[config.mk]
export PLATFORM = sky130hd
export DESIGN_NAME = gyro_euler_angle_integrator
export DESIGN_NICKNAME = d
export VERILOG_FILES = /design/src/hdl/gei_pkg.sv /design/src/hdl/gyro_euler_angle_integrator.sv
export SDC_FILE = /design/constraint.sdc
export NUM_CORES = 2
export LEC_CHECK = 0
export CORE_MARGIN = 4
export CORE_UTILIZATION = 59
export CTS_CLUSTER_DIAMETER = 30
export DETAILED_ROUTE_END_ITERATION = 10
export DONT_BUFFER_PORTS = 1
export GPL_TIMING_DRIVEN = 0
export PLACE_DENSITY = 0.75
export SYNTH_ARGS = -nofsm -noshare
export SYNTH_HDL_FRONTEND = slang
export SYNTH_SLANG_ARGS = --single-unit
[constraint.sdc]
create_clock -name aclk -period 23.8 [get_ports aclk]
set_input_delay 2.38 -clock aclk [delete_from_list [all_inputs] [get_ports aclk]]
set_output_delay 2.38 -clock aclk [all_outputs]
set_load 0.01 [all_outputs]
[src/hdl/gei_pkg.sv]
`timescale 1ns / 1ps
// ----------------------------------------------------------------------------
// gei_pkg: shared constants for the gyro Euler angle integrator
// Stream widths, register indexes, sine polynomial and rate scale constants.
// ----------------------------------------------------------------------------
package gei_pkg;

    localparam int ANGLE_BITS_DEF = 32;

    localparam int IN_W       = 64;
    localparam int OUT_W      = 96;
    localparam int CFG_IDX_W  = 8;
    localparam int CFG_DATA_W = 20;

    typedef enum logic [CFG_IDX_W-1:0] {
        CFG_OFFSET_X = 8'd0,
        CFG_OFFSET_Y = 8'd1,
        CFG_OFFSET_Z = 8'd2,
        CFG_DEADBAND = 8'd3
    } cfg_index_t;

    localparam logic [19:0] DEADBAND_RST = 20'd17089;

    // count * us to turns, scaled by 2^67
    localparam logic [31:0] RATE_MUL = 32'd3129218672;

    // odd sine polynomial, Q30
    localparam logic [30:0] PC1 = 31'd1686629713;
    localparam logic [30:0] PC3 = 31'd693598668;
    localparam logic [30:0] PC5 = 31'd85569306;
    localparam logic [30:0] PC7 = 31'd5026995;
    localparam logic [31:0] PC9 = 32'd172273;

    // secant saturation: 4096.0 in Q16
    localparam logic [29:0] SEC_MAX   = 30'd268435456;
    localparam logic [16:0] COS_SMALL = 17'd16;

    // Horner term that the product of sub-step k is subtracted from
    function automatic logic [30:0] sin_coef(input logic [2:0] k);
        logic [30:0] c;
        case (k)
            3'd1:    c = PC7;
            3'd2:    c = PC5;
            3'd3:    c = PC3;
            default: c = PC1;
        endcase
        return c;
    endfunction

endpackage

[src/hdl/gyro_euler_angle_integrator.sv]
`timescale 1ns / 1ps
// ----------------------------------------------------------------------------
// gyro_euler_angle_integrator: rate gyro attitude propagation
// One shared 64x16 multiplier and a bit-serial divider under a sequencer
// turn a gyro sample into roll, pitch and yaw increments added to the angles.
// ----------------------------------------------------------------------------
//  channel | dir | handshake          | payload
//  s_      | in  | s_tvalid/s_tready  | s_tdata: rate_x, rate_y, rate_z, elapsed_us
//  m_      | out | m_tvalid/m_tready  | m_tdata: roll, pitch, yaw
//  cfg_    | in  | cfg_valid/cfg_ready| cfg_index, cfg_data
//
//  Of the 37 products on the shared multiplier, 24 go to the four sine
//  evaluations; each product takes a low and a high half pass, and a
//  bit-serial divider forms the secant unless the cosine of pitch is near
//  zero, where the secant saturates instead.
//  s_tready is high only while the sequencer is idle; a result waiting on
//  m_tready does not block the next transaction until it must be replaced.
//  Synchronous active-low reset clears angles, offsets and control state and restores the deadband default.
// ----------------------------------------------------------------------------
module gyro_euler_angle_integrator #(
    parameter int ANGLE_BITS = gei_pkg::ANGLE_BITS_DEF
) (
    input  logic                          aclk,
    input  logic                          aresetn,
    input  logic                          s_tvalid,
    output logic                          s_tready,
    // rate_x[15:0], rate_y[31:16], rate_z[47:32], elapsed_us[63:48]
    input  logic [gei_pkg::IN_W-1:0]      s_tdata,
    output logic                          m_tvalid,
    input  logic                          m_tready,
    // roll[31:0], pitch[63:32], yaw[95:64]
    output logic [gei_pkg::OUT_W-1:0]     m_tdata,
    input  logic                          cfg_valid,
    output logic                          cfg_ready,
    input  logic [gei_pkg::CFG_IDX_W-1:0] cfg_index,
    input  logic [gei_pkg::CFG_DATA_W-1:0] cfg_data
);
    import gei_pkg::*;

    localparam int RATE_SHIFT = 67 - ANGLE_BITS;

    typedef enum logic [3:0] {
        ST_IDLE, ST_W, ST_SIN, ST_DIV, ST_TAN, ST_QR, ST_QT, ST_QS, ST_SCALE, ST_OUT
    } state_t;

    state_t                  state_reg;
    logic [1:0]              idx_reg;
    logic [2:0]              sub_reg;
    logic                    half_reg;
    logic [5:0]              cnt_reg;
    logic [95:0]             acc_reg;

    logic signed [15:0]      off_reg [3];
    logic [19:0]             deadband_reg;
    logic signed [16:0]      diff_reg [3];
    logic [15:0]             dt_reg;
    logic signed [33:0]      w_reg [3];
    logic [30:0]             z2_reg;
    logic [30:0]             p_reg;
    logic signed [17:0]      sin_reg [4];
    logic [16:0]             rem_reg;
    logic [28:0]             quo_reg;
    logic signed [29:0]      sec_reg;
    logic signed [29:0]      tn_reg;
    logic signed [51:0]      q_reg;
    logic signed [51:0]      r_reg;
    logic signed [47:0]      d_reg [3];
    logic [ANGLE_BITS-1:0]   att_reg [3];
    logic                    m_tvalid_reg;
    logic [OUT_W-1:0]        m_tdata_reg;

    // binary angles seen at 32 bits
    logic [31:0]             bam [3];
    always_comb begin
        for (int i = 0; i < 3; i++) begin
            bam[i] = 32'({att_reg[i], 32'b0} >> ANGLE_BITS);
        end
    end

    // sine argument: roll, roll + 90deg, pitch, pitch + 90deg
    logic [31:0] sin_ang;
    logic [1:0]  quad;
    logic [30:0] z;
    assign sin_ang = (idx_reg[1] ? bam[1] : bam[0]) + (idx_reg[0] ? 32'h4000_0000 : 32'h0);
    assign quad    = sin_ang[31:30];
    assign z       = quad[0] ? (31'h4000_0000 - {1'b0, sin_ang[29:0]})
                             : {1'b0, sin_ang[29:0]};

    // operand magnitudes
    logic [16:0] diff_mag;
    logic signed [33:0] w_sel;
    logic signed [17:0] s_sel;
    logic [32:0] w_mag;
    logic [16:0] s_mag;
    logic signed [35:0] qi;
    logic [35:0] qi_mag;
    logic [29:0] tn_mag;
    logic [29:0] sec_mag;
    logic [16:0] s1_mag;
    logic [16:0] cmag;
    logic [47:0] d_mag;

    assign diff_mag = diff_reg[idx_reg][16] ? 17'(-diff_reg[idx_reg]) : 17'(diff_reg[idx_reg]);
    assign w_sel    = idx_reg[0] ? w_reg[2] : w_reg[1];
    assign s_sel    = (idx_reg == 2'd1 || idx_reg == 2'd2) ? sin_reg[1] : sin_reg[0];
    assign w_mag    = w_sel[33] ? 33'(-w_sel) : 33'(w_sel);
    assign s_mag    = s_sel[17] ? 17'(-s_sel) : 17'(s_sel);
    assign qi       = q_reg[51:16];
    assign qi_mag   = qi[35] ? 36'(-qi) : 36'(qi);
    assign tn_mag   = tn_reg[29] ? 30'(-tn_reg) : 30'(tn_reg);
    assign sec_mag  = sec_reg[29] ? 30'(-sec_reg) : 30'(sec_reg);
    assign s1_mag   = sin_reg[2][17] ? 17'(-sin_reg[2]) : 17'(sin_reg[2]);
    assign cmag     = sin_reg[3][17] ? 17'(-sin_reg[3]) : 17'(sin_reg[3]);
    assign d_mag    = d_reg[idx_reg][47] ? 48'(-d_reg[idx_reg]) : 48'(d_reg[idx_reg]);

    // shared multiplier operand select
    logic [63:0] mul_a;
    logic [31:0] mul_b;
    logic        mul_neg;
    always_comb begin
        mul_a   = 64'd0;
        mul_b   = 32'd0;
        mul_neg = 1'b0;
        case (state_reg)
            ST_W: begin
                mul_a   = 64'(diff_mag);
                mul_b   = 32'(dt_reg);
                mul_neg = diff_reg[idx_reg][16];
            end
            ST_SIN: begin
                case (sub_reg)
                    3'd0: begin
                        mul_a = 64'(z);
                        mul_b = 32'(z);
                    end
                    3'd1: begin
                        mul_a = 64'(z2_reg);
                        mul_b = PC9;
                    end
                    3'd5: begin
                        mul_a = 64'(z);
                        mul_b = 32'(p_reg);
                    end
                    default: begin
                        mul_a = 64'(z2_reg);
                        mul_b = 32'(p_reg);
                    end
                endcase
            end
            ST_TAN: begin
                mul_a   = 64'(sec_mag);
                mul_b   = 32'(s1_mag);
                mul_neg = sec_reg[29] ^ sin_reg[2][17];
            end
            ST_QR: begin
                mul_a   = 64'(w_mag);
                mul_b   = 32'(s_mag);
                mul_neg = w_sel[33] ^ s_sel[17] ^ (idx_reg == 2'd3);
            end
            ST_QT: begin
                mul_a   = 64'(qi_mag);
                mul_b   = 32'(tn_mag);
                mul_neg = qi[35] ^ tn_reg[29];
            end
            ST_QS: begin
                mul_a   = 64'(qi_mag);
                mul_b   = 32'(sec_mag);
                mul_neg = qi[35] ^ sec_reg[29];
            end
            ST_SCALE: begin
                mul_a = 64'(d_mag);
                mul_b = RATE_MUL;
            end
            default: begin
                mul_a = 64'd0;
            end
        endcase
    end

    // 64x16 per cycle, low half first
    logic [15:0]        mul_b_half;
    logic [79:0]        pp;
    logic [95:0]        prod_mag;
    logic signed [96:0] prod_s;
    logic signed [96:0] prod_sh;
    assign mul_b_half = half_reg ? mul_b[31:16] : mul_b[15:0];
    assign pp         = 80'(mul_a) * 80'(mul_b_half);
    assign prod_mag   = acc_reg + {pp, 16'b0};
    assign prod_s     = mul_neg ? -$signed({1'b0, prod_mag}) : $signed({1'b0, prod_mag});
    assign prod_sh    = prod_s >>> 16;

    // sine rounding
    logic [33:0] v_rnd;
    logic [19:0] r_full;
    logic [16:0] r_clamp;
    logic signed [17:0] sin_new;
    assign v_rnd   = {1'b0, prod_mag[62:30]} + 34'd8192;
    assign r_full  = v_rnd[33:14];
    assign r_clamp = (r_full > 20'd65536) ? 17'd65536 : r_full[16:0];
    assign sin_new = quad[1] ? -$signed({1'b0, r_clamp}) : $signed({1'b0, r_clamp});

    // secant divider step, dividend 2^32
    logic [17:0] trial;
    logic        ge;
    logic [16:0] rem_new;
    logic [28:0] quo_new;
    assign trial   = {rem_reg, (cnt_reg == 6'd0)};
    assign ge      = trial >= {1'b0, cmag};
    assign rem_new = ge ? 17'(trial - {1'b0, cmag}) : trial[16:0];
    assign quo_new = {quo_reg[27:0], ge};

    // rate scaling and deadband
    logic [95:0]           res;
    logic                  res_gt;
    logic [ANGLE_BITS-1:0] delta;
    assign res    = prod_mag >> RATE_SHIFT;
    assign res_gt = res > {76'b0, deadband_reg};
    assign delta  = d_reg[idx_reg][47] ? ANGLE_BITS'(~res + 96'd1) : ANGLE_BITS'(res);

    always_ff @(posedge aclk) begin
        if (!aresetn) begin
            state_reg    <= ST_IDLE;
            idx_reg      <= 2'd0;
            sub_reg      <= 3'd0;
            half_reg     <= 1'b0;
            cnt_reg      <= 6'd0;
            m_tvalid_reg <= 1'b0;
            deadband_reg <= DEADBAND_RST;
            for (int i = 0; i < 3; i++) begin
                att_reg[i] <= '0;
                off_reg[i] <= '0;
            end
        end else begin
            if (cfg_valid) begin
                case (cfg_index)
                    CFG_OFFSET_X: off_reg[0]   <= cfg_data[15:0];
                    CFG_OFFSET_Y: off_reg[1]   <= cfg_data[15:0];
                    CFG_OFFSET_Z: off_reg[2]   <= cfg_data[15:0];
                    CFG_DEADBAND: deadband_reg <= cfg_data;
                    default: ;
                endcase
            end

            // the output step reloads the result itself
            if (m_tvalid_reg && m_tready && state_reg != ST_OUT) begin
                m_tvalid_reg <= 1'b0;
            end

            case (state_reg)
                ST_IDLE: begin
                    if (s_tvalid) begin
                        diff_reg[0] <= 17'(signed'(s_tdata[15:0])) - 17'(off_reg[0]);
                        diff_reg[1] <= 17'(signed'(s_tdata[31:16])) - 17'(off_reg[1]);
                        diff_reg[2] <= 17'(signed'(s_tdata[47:32])) - 17'(off_reg[2]);
                        dt_reg      <= s_tdata[63:48];
                        idx_reg     <= 2'd0;
                        half_reg    <= 1'b0;
                        state_reg   <= ST_W;
                    end
                end
                ST_DIV: begin
                    if (cnt_reg == 6'd0 && cmag < COS_SMALL) begin
                        // near vertical: saturate, zero cosine counts as positive
                        sec_reg   <= sin_reg[3][17] ? -$signed(SEC_MAX) : $signed(SEC_MAX);
                        state_reg <= ST_TAN;
                    end else if (cnt_reg == 6'd32) begin
                        sec_reg   <= sin_reg[3][17] ? -$signed({1'b0, quo_new})
                                                    : $signed({1'b0, quo_new});
                        state_reg <= ST_TAN;
                    end else begin
                        rem_reg <= rem_new;
                        quo_reg <= quo_new;
                        cnt_reg <= cnt_reg + 6'd1;
                    end
                end
                ST_OUT: begin
                    if (!m_tvalid_reg || m_tready) begin
                        m_tvalid_reg <= 1'b1;
                        m_tdata_reg  <= {bam[2], bam[1], bam[0]};
                        state_reg    <= ST_IDLE;
                    end
                end
                default: begin
                    if (!half_reg) begin
                        acc_reg  <= {16'b0, pp};
                        half_reg <= 1'b1;
                    end else begin
                        half_reg <= 1'b0;
                        case (state_reg)
                            ST_W: begin
                                w_reg[idx_reg] <= prod_s[33:0];
                                if (idx_reg == 2'd2) begin
                                    idx_reg   <= 2'd0;
                                    sub_reg   <= 3'd0;
                                    state_reg <= ST_SIN;
                                end else begin
                                    idx_reg <= idx_reg + 2'd1;
                                end
                            end
                            ST_SIN: begin
                                if (sub_reg == 3'd0) begin
                                    z2_reg  <= prod_mag[60:30];
                                    sub_reg <= 3'd1;
                                end else if (sub_reg == 3'd5) begin
                                    sin_reg[idx_reg] <= sin_new;
                                    sub_reg          <= 3'd0;
                                    if (idx_reg == 2'd3) begin
                                        rem_reg   <= '0;
                                        quo_reg   <= '0;
                                        cnt_reg   <= 6'd0;
                                        state_reg <= ST_DIV;
                                    end else begin
                                        idx_reg <= idx_reg + 2'd1;
                                    end
                                end else begin
                                    p_reg   <= sin_coef(sub_reg) - prod_mag[60:30];
                                    sub_reg <= sub_reg + 3'd1;
                                end
                            end
                            ST_TAN: begin
                                tn_reg    <= prod_sh[29:0];
                                idx_reg   <= 2'd0;
                                state_reg <= ST_QR;
                            end
                            ST_QR: begin
                                case (idx_reg)
                                    2'd0:    q_reg <= prod_s[51:0];
                                    2'd1:    q_reg <= q_reg + prod_s[51:0];
                                    2'd2:    r_reg <= prod_s[51:0];
                                    default: r_reg <= r_reg + prod_s[51:0];
                                endcase
                                if (idx_reg == 2'd3) begin
                                    state_reg <= ST_QT;
                                end
                                idx_reg <= idx_reg + 2'd1;
                            end
                            ST_QT: begin
                                d_reg[0]  <= {{14{w_reg[0][33]}}, w_reg[0]} + prod_sh[47:0];
                                d_reg[1]  <= {{12{r_reg[51]}}, r_reg[51:16]};
                                state_reg <= ST_QS;
                            end
                            ST_QS: begin
                                d_reg[2]  <= prod_sh[47:0];
                                idx_reg   <= 2'd0;
                                state_reg <= ST_SCALE;
                            end
                            ST_SCALE: begin
                                if (res_gt) begin
                                    att_reg[idx_reg] <= att_reg[idx_reg] + delta;
                                end
                                if (idx_reg == 2'd2) begin
                                    state_reg <= ST_OUT;
                                end else begin
                                    idx_reg <= idx_reg + 2'd1;
                                end
                            end
                            default: begin
                                state_reg <= ST_IDLE;
                            end
                        endcase
                    end
                end
            endcase
        end
    end

    assign s_tready  = (state_reg == ST_IDLE);
    assign m_tvalid  = m_tvalid_reg;
    assign m_tdata   = m_tdata_reg;
    assign cfg_ready = 1'b1;

    a_result_from_out: assert property (@(posedge aclk) disable iff (!aresetn)
        $rose(m_tvalid) |-> $past(state_reg == ST_OUT))
        else $error("result raised outside the output step");

    a_accept_starts: assert property (@(posedge aclk) disable iff (!aresetn)
        (s_tvalid && s_tready) |=> (state_reg == ST_W && !half_reg && idx_reg == 2'd0))
        else $error("accepted transaction did not start the sequence");

    a_sec_bound: assert property (@(posedge aclk) disable iff (!aresetn)
        (state_reg == ST_TAN) |-> (sec_mag <= SEC_MAX))
        else $error("secant beyond saturation");

    a_half_in_mul: assert property (@(posedge aclk) disable iff (!aresetn)
        half_reg |-> !(state_reg == ST_IDLE || state_reg == ST_DIV || state_reg == ST_OUT))
        else $error("multiplier phase set outside a multiply step");

endmodule
### Word level (Yosys, flattened, before mapping)

Memory sizes are Yosys's and may differ from the RTL's. A register that Yosys moved wholly into a read port is not among the register bits.
Cells that the tools add are included.

| word-level totals | value |
|---|---|
| register bits | 500 |
| RAM bits | 513 |
| input port bits | 97 |
| output and inout port bits | 99 |
| memories kept | 6 |

Memories:

| memory | words | width | read ports | clocked after memory_dff | wr ports | RTL line | source |
|---|---|---|---|---|---|---|---|
| d_reg | 3 | 48 | 1 | 1 | 2 | gyro_euler_angle_integrator.sv:67 | `logic signed [47:0] d_reg [3];` |
| w_reg | 3 | 34 | 3 | 0 | 1 | gyro_euler_angle_integrator.sv:57 | `logic signed [33:0] w_reg [3];` |
| att_reg | 3 | 32 | 4 | 2 | 3 | gyro_euler_angle_integrator.sv:68 | `logic [ANGLE_BITS-1:0] att_reg [3];` |
| sin_reg | 4 | 18 | 4 | 0 | 1 | gyro_euler_angle_integrator.sv:60 | `logic signed [17:0] sin_reg [4];` |
| diff_reg | 3 | 17 | 1 | 1 | 3 | gyro_euler_angle_integrator.sv:55 | `logic signed [16:0] diff_reg [3];` |
| off_reg | 3 | 16 | 3 | 0 | 3 | gyro_euler_angle_integrator.sv:53 | `logic signed [15:0] off_reg [3];` |

| cells by class | value |
|---|---|
| add/subtract/negate cells | 29 |
| multipliers | 1 |
| order comparisons | 4 |
| equal/unequal tests | 38 |
| muxes and demuxes | 154 |
| bitwise operators | 16 |
| reductions and logical operators | 46 |

Operators by type and width:

| cell | number |
|---|---|
| one-hot mux 48 bit (6 select lines) | 1 |
| two-way mux 31 bit | 9 |
| one-hot mux 32 bit (7 select lines) | 1 |
| two-way mux 17 bit | 13 |
| one-hot mux 52 bit (2 select lines) | 2 |
| two-way mux 28 bit | 7 |
| two-way mux 30 bit | 6 |
| adder 52 bit | 2 |
| adder 80 x 96 -> 96 bit | 1 |
| two-way mux 32 bit | 3 |
| two-way mux 48 bit | 2 |
| one-hot mux 31 bit (3 select lines) | 1 |
| multiplier 64 x 16 -> 80 bit | 1 |
| negation 17 bit | 4 |
| two-way mux 16 bit | 4 |
| two-way mux 64 bit | 1 |
| negation 64 bit | 1 |
| one-hot mux 31 bit (2 select lines) | 1 |
| greater-than comparator 61 x 20 -> 1 bit | 1 |
| negation 30 bit | 2 |
| one-hot mux 28 bit (2 select lines) | 1 |
| two-way mux 1 bit | 52 |
| subtractor 16 x 16 -> 17 bit | 3 |
| adder 48 bit | 1 |
| 79 further kinds | 168 |

### Depth between registers and ports, before layout

An unclocked memory read counts as a cell.

| depth | value |
|---|---|
| depth after elaboration | 19 |
| depth in mapped cells | 69 |
| mapped depth without buffers | 59 |

### Least setup slack after synthesis

No wires, ideal clock.

| timing path | value |
|---|---|
| path kind | reg-to-reg |
| start | register idx_reg[1] |
| end | memory att_reg[3][0] in the netlist's numbering, enable pin |
| arrival time | 16044 ps |
| data required time | 23368 ps |
| setup slack | 7324 ps |
| stages on the path, launching flop included | 65 |
| path buffers | 11 |
| period minus slack after synthesis | 16476 ps |
| cell sequence | dfxtp_1 > clkbuf_1 > buf_2 > buf_1 > clkbuf_1 > buf_1 > buf_1 > mux2i_1 > ha_1 > o21ai_0 > nor4_1 > and2_1 > o21ai_0 > nor2_1 > nand2_1 > o21ai_0 > xor2_1 > a21oi_1 > [29 not listed] > a221oi_1 > o21ai_0 > xnor2_1 > clkinv_1 > ha_1 > nand3_1 > or2_2 > nor2_1 > o21ai_0 > a21oi_1 > nor4_1 > nand3_1 > nor4_1 > o2111ai_1 > nor4_4 > buf_4 > buf_4 > a21oi_1 |

RTL lines:

| item | RTL line | source |
|---|---|---|
| start: declaration | gyro_euler_angle_integrator.sv:47 | `logic [1:0] idx_reg;` |
| start signal: assignment | gyro_euler_angle_integrator.sv:297 | `idx_reg <= idx_reg + 2'd1;` |
| start signal: assignment | gyro_euler_angle_integrator.sv:313 | `idx_reg <= idx_reg + 2'd1;` |
| start signal: assignment | gyro_euler_angle_integrator.sv:335 | `idx_reg <= idx_reg + 2'd1;` |
| end: declaration | gyro_euler_angle_integrator.sv:68 |  |

### Worst setup path after layout

| timing path | value |
|---|---|
| start | register idx_reg[1] |
| end | memory sin_reg[1][2], data pin |

| between the ends | value |
|---|---|
| cells in the longest elaborated chain, start to end | 14 |
| elaborated cells between the ends (all ways) | 22 |
| classes of those cells | add/sub (6); mul (1); order compare (1); eq/ne (2); mux (11); reduce/logical (1) |

Ends and longest elaborated chain:

| item | RTL line | source |
|---|---|---|
| two-way mux 32 bit, or another cell as far along | gyro_euler_angle_integrator.sv:84 | `assign sin_ang = (idx_reg[1] ? bam[1] : bam[0]) + (idx_reg[0] ? 32'h4000_0000 : 32'h0);` |
| adder 32 x 31 -> 32 bit / logical OR 1 bit (equally long branches) | gyro_euler_angle_integrator.sv:84, gyro_euler_angle_integrator.sv:105 |  |
| subtractor 31 x 30 -> 31 bit / two-way mux 18 bit (equally long branches) | gyro_euler_angle_integrator.sv:86, gyro_euler_angle_integrator.sv:105 |  |
| two-way mux 31 bit / negation 17 bit (equally long branches) | gyro_euler_angle_integrator.sv:86, gyro_euler_angle_integrator.sv:107 |  |
| one-hot mux 31 bit (2 select lines) / two-way mux 17 bit (equally long branches) | gyro_euler_angle_integrator.sv:131, gyro_euler_angle_integrator.sv:107 |  |
| one-hot mux 32 bit (7 select lines) | gyro_euler_angle_integrator.sv:124 | `case (state_reg)` |
| two-way mux 16 bit | gyro_euler_angle_integrator.sv:186 | `assign mul_b_half = half_reg ? mul_b[31:16] : mul_b[15:0];` |
| multiplier 64 x 16 -> 80 bit (*) | gyro_euler_angle_integrator.sv:187 | `assign pp = 80'(mul_a) * 80'(mul_b_half);` |
| net pp[23] | gyro_euler_angle_integrator.sv:182 | `logic [79:0] pp;` |
| [1 not listed] | -- |  |
| net prod_mag[44] | gyro_euler_angle_integrator.sv:183 | `logic [95:0] prod_mag;` |
| adder 33 x 14 -> 34 bit (*) | gyro_euler_angle_integrator.sv:197 | `assign v_rnd = {1'b0, prod_mag[62:30]} + 34'd8192;` |
| greater-than comparator 20 x 17 -> 1 bit | gyro_euler_angle_integrator.sv:199 | `assign r_clamp = (r_full > 20'd65536) ? 17'd65536 : r_full[16:0];` |
| two-way mux 17 bit (*) | gyro_euler_angle_integrator.sv:199 |  |
| net r_clamp[0] | gyro_euler_angle_integrator.sv:195 | `logic [16:0] r_clamp;` |
| negation 17 -> 18 bit (*) | gyro_euler_angle_integrator.sv:200 | `assign sin_new = quad[1] ? -$signed({1'b0, r_clamp}) : $signed({1'b0, r_clamp});` |
| two-way mux 18 bit (*) | gyro_euler_angle_integrator.sv:200 |  |
| net sin_new[2] | gyro_euler_angle_integrator.sv:196 | `logic signed [17:0] sin_new;` |
| end: declaration | gyro_euler_angle_integrator.sv:60 |  |

Mark *: on every way through the listed nets, which the timed path passes. The rest lies on a longest branch.

==> flow_metrics.env <==
export IMPL_drive_above_1_share=0.0770
export IMPL_synth_cells=9216
export IMPL_drt_iter0_drc=11100
export IMPL_core_area_sq_um=150000
export IMPL_synth_ff_type="edfxtp_1"
export IMPL_fin_skew_ns=0.140
export IMPL_drc=0
export IMPL_fmax_ghz=0.0427
export IMPL_hold_viol=0
export IMPL_clock_root_buffer="clkbuf_16"
export IMPL_die_area_sq_um=158000
export IMPL_io_buffers=0
export IMPL_reg2reg_slack_ns=0.38
export IMPL_end_kind="flip-flop"
export IMPL_postLayoutCoreUtil=0.680
export IMPL_drv_cap=4
export IMPL_async_flop_share=0
export IMPL_setup_ws_ns=0.378
export IMPL_syn2layout_area_growth_pct=14.3
export IMPL_grt_pass1_wl_microns=510000
export IMPL_rr_worst_depth=63
export IMPL_violations="max-capacitance violations, max-slew violations"
export IMPL_finalNetCount=10900
export IMPL_critical_path_depth=63
export IMPL_hold_class="reg2reg"
export IMPL_cts_tree="built"
export IMPL_cts_buffer_depth=3
export IMPL_row_count=142
export IMPL_path_max_fanout=11
export IMPL_cp_num_buf_inv=19
export IMPL_ios=196
export IMPL_dr_pass1_iters=8
export IMPL_largest_reg_flops=132
export IMPL_critical_path_top_delay_family="buffers and inverters"
export IMPL_path_class="reg2reg"
export IMPL_die_x_microns=397
export IMPL_avgSynthCellArea_sq_um=9.70
export IMPL_status="finished, violations left"
export IMPL_vias_per_cell=6.56
export IMPL_cp_arrival_ns=23.85
export IMPL_grt_max_degree=79
export IMPL_yosys_register_bits=1022
export IMPL_dp_hpwl_microns=285000
export IMPL_cp_required_ns=24.23
export IMPL_post_route_min_period_ns=23.42
export IMPL_cts_sinks=1022
export IMPL_drt_wirelength_per_cell_microns=30.0
export IMPL_critPathLaunchType="flip-flop"
export IMPL_rsz0062_at_grt="false"
export IMPL_fp_dieH_microns=397
export IMPL_drv_slew=3
export IMPL_clkLatencyLatePin_ns=0.91
export IMPL_grt_overflow=0
export IMPL_fin_area_sq_um=102000
export IMPL_clkSlewWorstSetupHoldPaths_ns=0.06
export IMPL_final_setup_tns_ns=0
export IMPL_slew_headroom=-0.0831
export IMPL_ys_seq_area_frac=0.339
export IMPL_cts_buffers=223
export IMPL_drtAntennaViolNets=0
export IMPL_synth_edff_count=983
export IMPL_ys_warn_count=0
export IMPL_fin_crit_sh=0.984
export IMPL_hp_start="r_reg[45]$_DFFE_PP_"
export IMPL_holdPathStages=0
export IMPL_setup_violations=0
export IMPL_vias=77700
export IMPL_r2r_start="idx_reg[1]$_SDFFE_PN0P_"
export IMPL_crit_start="idx_reg[1]$_SDFFE_PN0P_"
export IMPL_tightest_slew_ns=1.61
export IMPL_antenna_found_initial=39
export IMPL_h_tree_depth=4
export IMPL_place_gp_congestion=1.10
export IMPL_synthDistinctLibCells=97
export IMPL_pre_cts_slack_ns=0.0658
export IMPL_slowest_delay_ns=0.94
export IMPL_place_area_sq_um=94100
export IMPL_grt_pass1_vias=75000
export IMPL_initial_utilization=0.595
export IMPL_slowest_stage="xor2_1"
export IMPL_grt_usage=0.446
export IMPL_synth_cell_area_sq_um=89400
export IMPL_ctsHoldBuffers=0
export IMPL_drt_wl_total_microns=355000
==> cells by family (layout without fill, tap and decap cells) <==
logic type | count (synthesis) | after routing | synth area share
AO/OA/AOI/OAI | 2057 | 2057 | 0.145
XOR/XNOR | 694 | 694 | 0.0680
flip-flops | 1022 | 1022 | 0.339
other | 2 | 90 | 0.0000840
adder cells (fa/ha/maj) | 1166 | 1166 | 0.218
multiplexers | 221 | 221 | 0.0296
AND/OR/NAND/NOR | 2702 | 2702 | 0.143
buffers and inverters | 1352 | 1881 | 0.0574
==> layer usage <==
layer,vias to the layer above,track usage,routed length (microns),part of all wire
li1,33000,-,-,-
met2,5505,0.630,146000,0.41
met1,38200,0.609,135000,0.38
met3,1031,0.142,49900,0.14
met5,-,0,94,0.00026
met4,12,0.247,23700,0.067
==> repair_timing <==
action | CTS | global route
setup endpoints to repair | 2 | 199
buffers inserted | 0 | 0
gates resized for setup | 1 | 21
==> stage by stage <==
stage | std cells | hold WS, ns
2_1_floorplan | 9275 | 0.421
5_1_grt | 11800 | 0.462
6_report | 11800 | 0.451
3_3_place_gp | 11300 | 0.440
3_5_place_dp | 11400 | 0.443
4_1_cts | 11800 | 0.437
==> layout by cell type (no fill, tap or decap), types with 160 or more instances in the layout <==
cell / synthesis / final
nand2_1: 983 / 983
edfxtp_1: 983 / 983
inv_1: 947 / 947
fa_1: 653 / 653
a21oi_1: 655 / 650
nor2_1: 609 / 604
ha_1: 511 / 511
o21ai_0: 426 / 414
xnor2_1: 381 / 353
clkbuf_1: 327 / 337
xor2_1: 313 / 302
clkbuf_16: 0 / 224
a21o_1: 174 / 174
nor2b_1: 171 / 169
mux2i_1: 160 / 160
nor3_1: 170 / 160
==> path summary, 6_finish.rpt <==
path | to
worst max-delay path | sin_reg[1][2]$_DFFE_PP_
worst min-delay path | d_reg[1][29]$_DFFE_PP_
worst max register to register | sin_reg[1][2]$_DFFE_PP_
worst min register to register | d_reg[1][29]$_DFFE_PP_
==> cell type report <==
cell class,instances,area [sq um]
clock inverter,185,2180
sequential,1022,30300
timing repair buffer,105,1420
fill,11600,48000
inverter,958,3600
clock buffer,239,5680
multi-input combinational,6901,54800
buffer,394,1550
antenna,29,72.6
tap,2016,2520
==> synthesized netlist by cell type (174+ instances only) <==
library cell  count  area, sq um
a21oi_1         655         3280
nand2_1         983         3690
edfxtp_1        983        29500
nor2_1          609         2290
xnor2_1         381         3340
o21ai_0         426         2130
clkbuf_1        327         1230
fa_1            653        13100
ha_1            511         6390
a21o_1          174         1310
inv_1           947         3550
xor2_1          313         2740
Power is left out: the tool's default activity adds up to more than one toggle a clock period on the data nets, which glitch-free logic cannot reach.
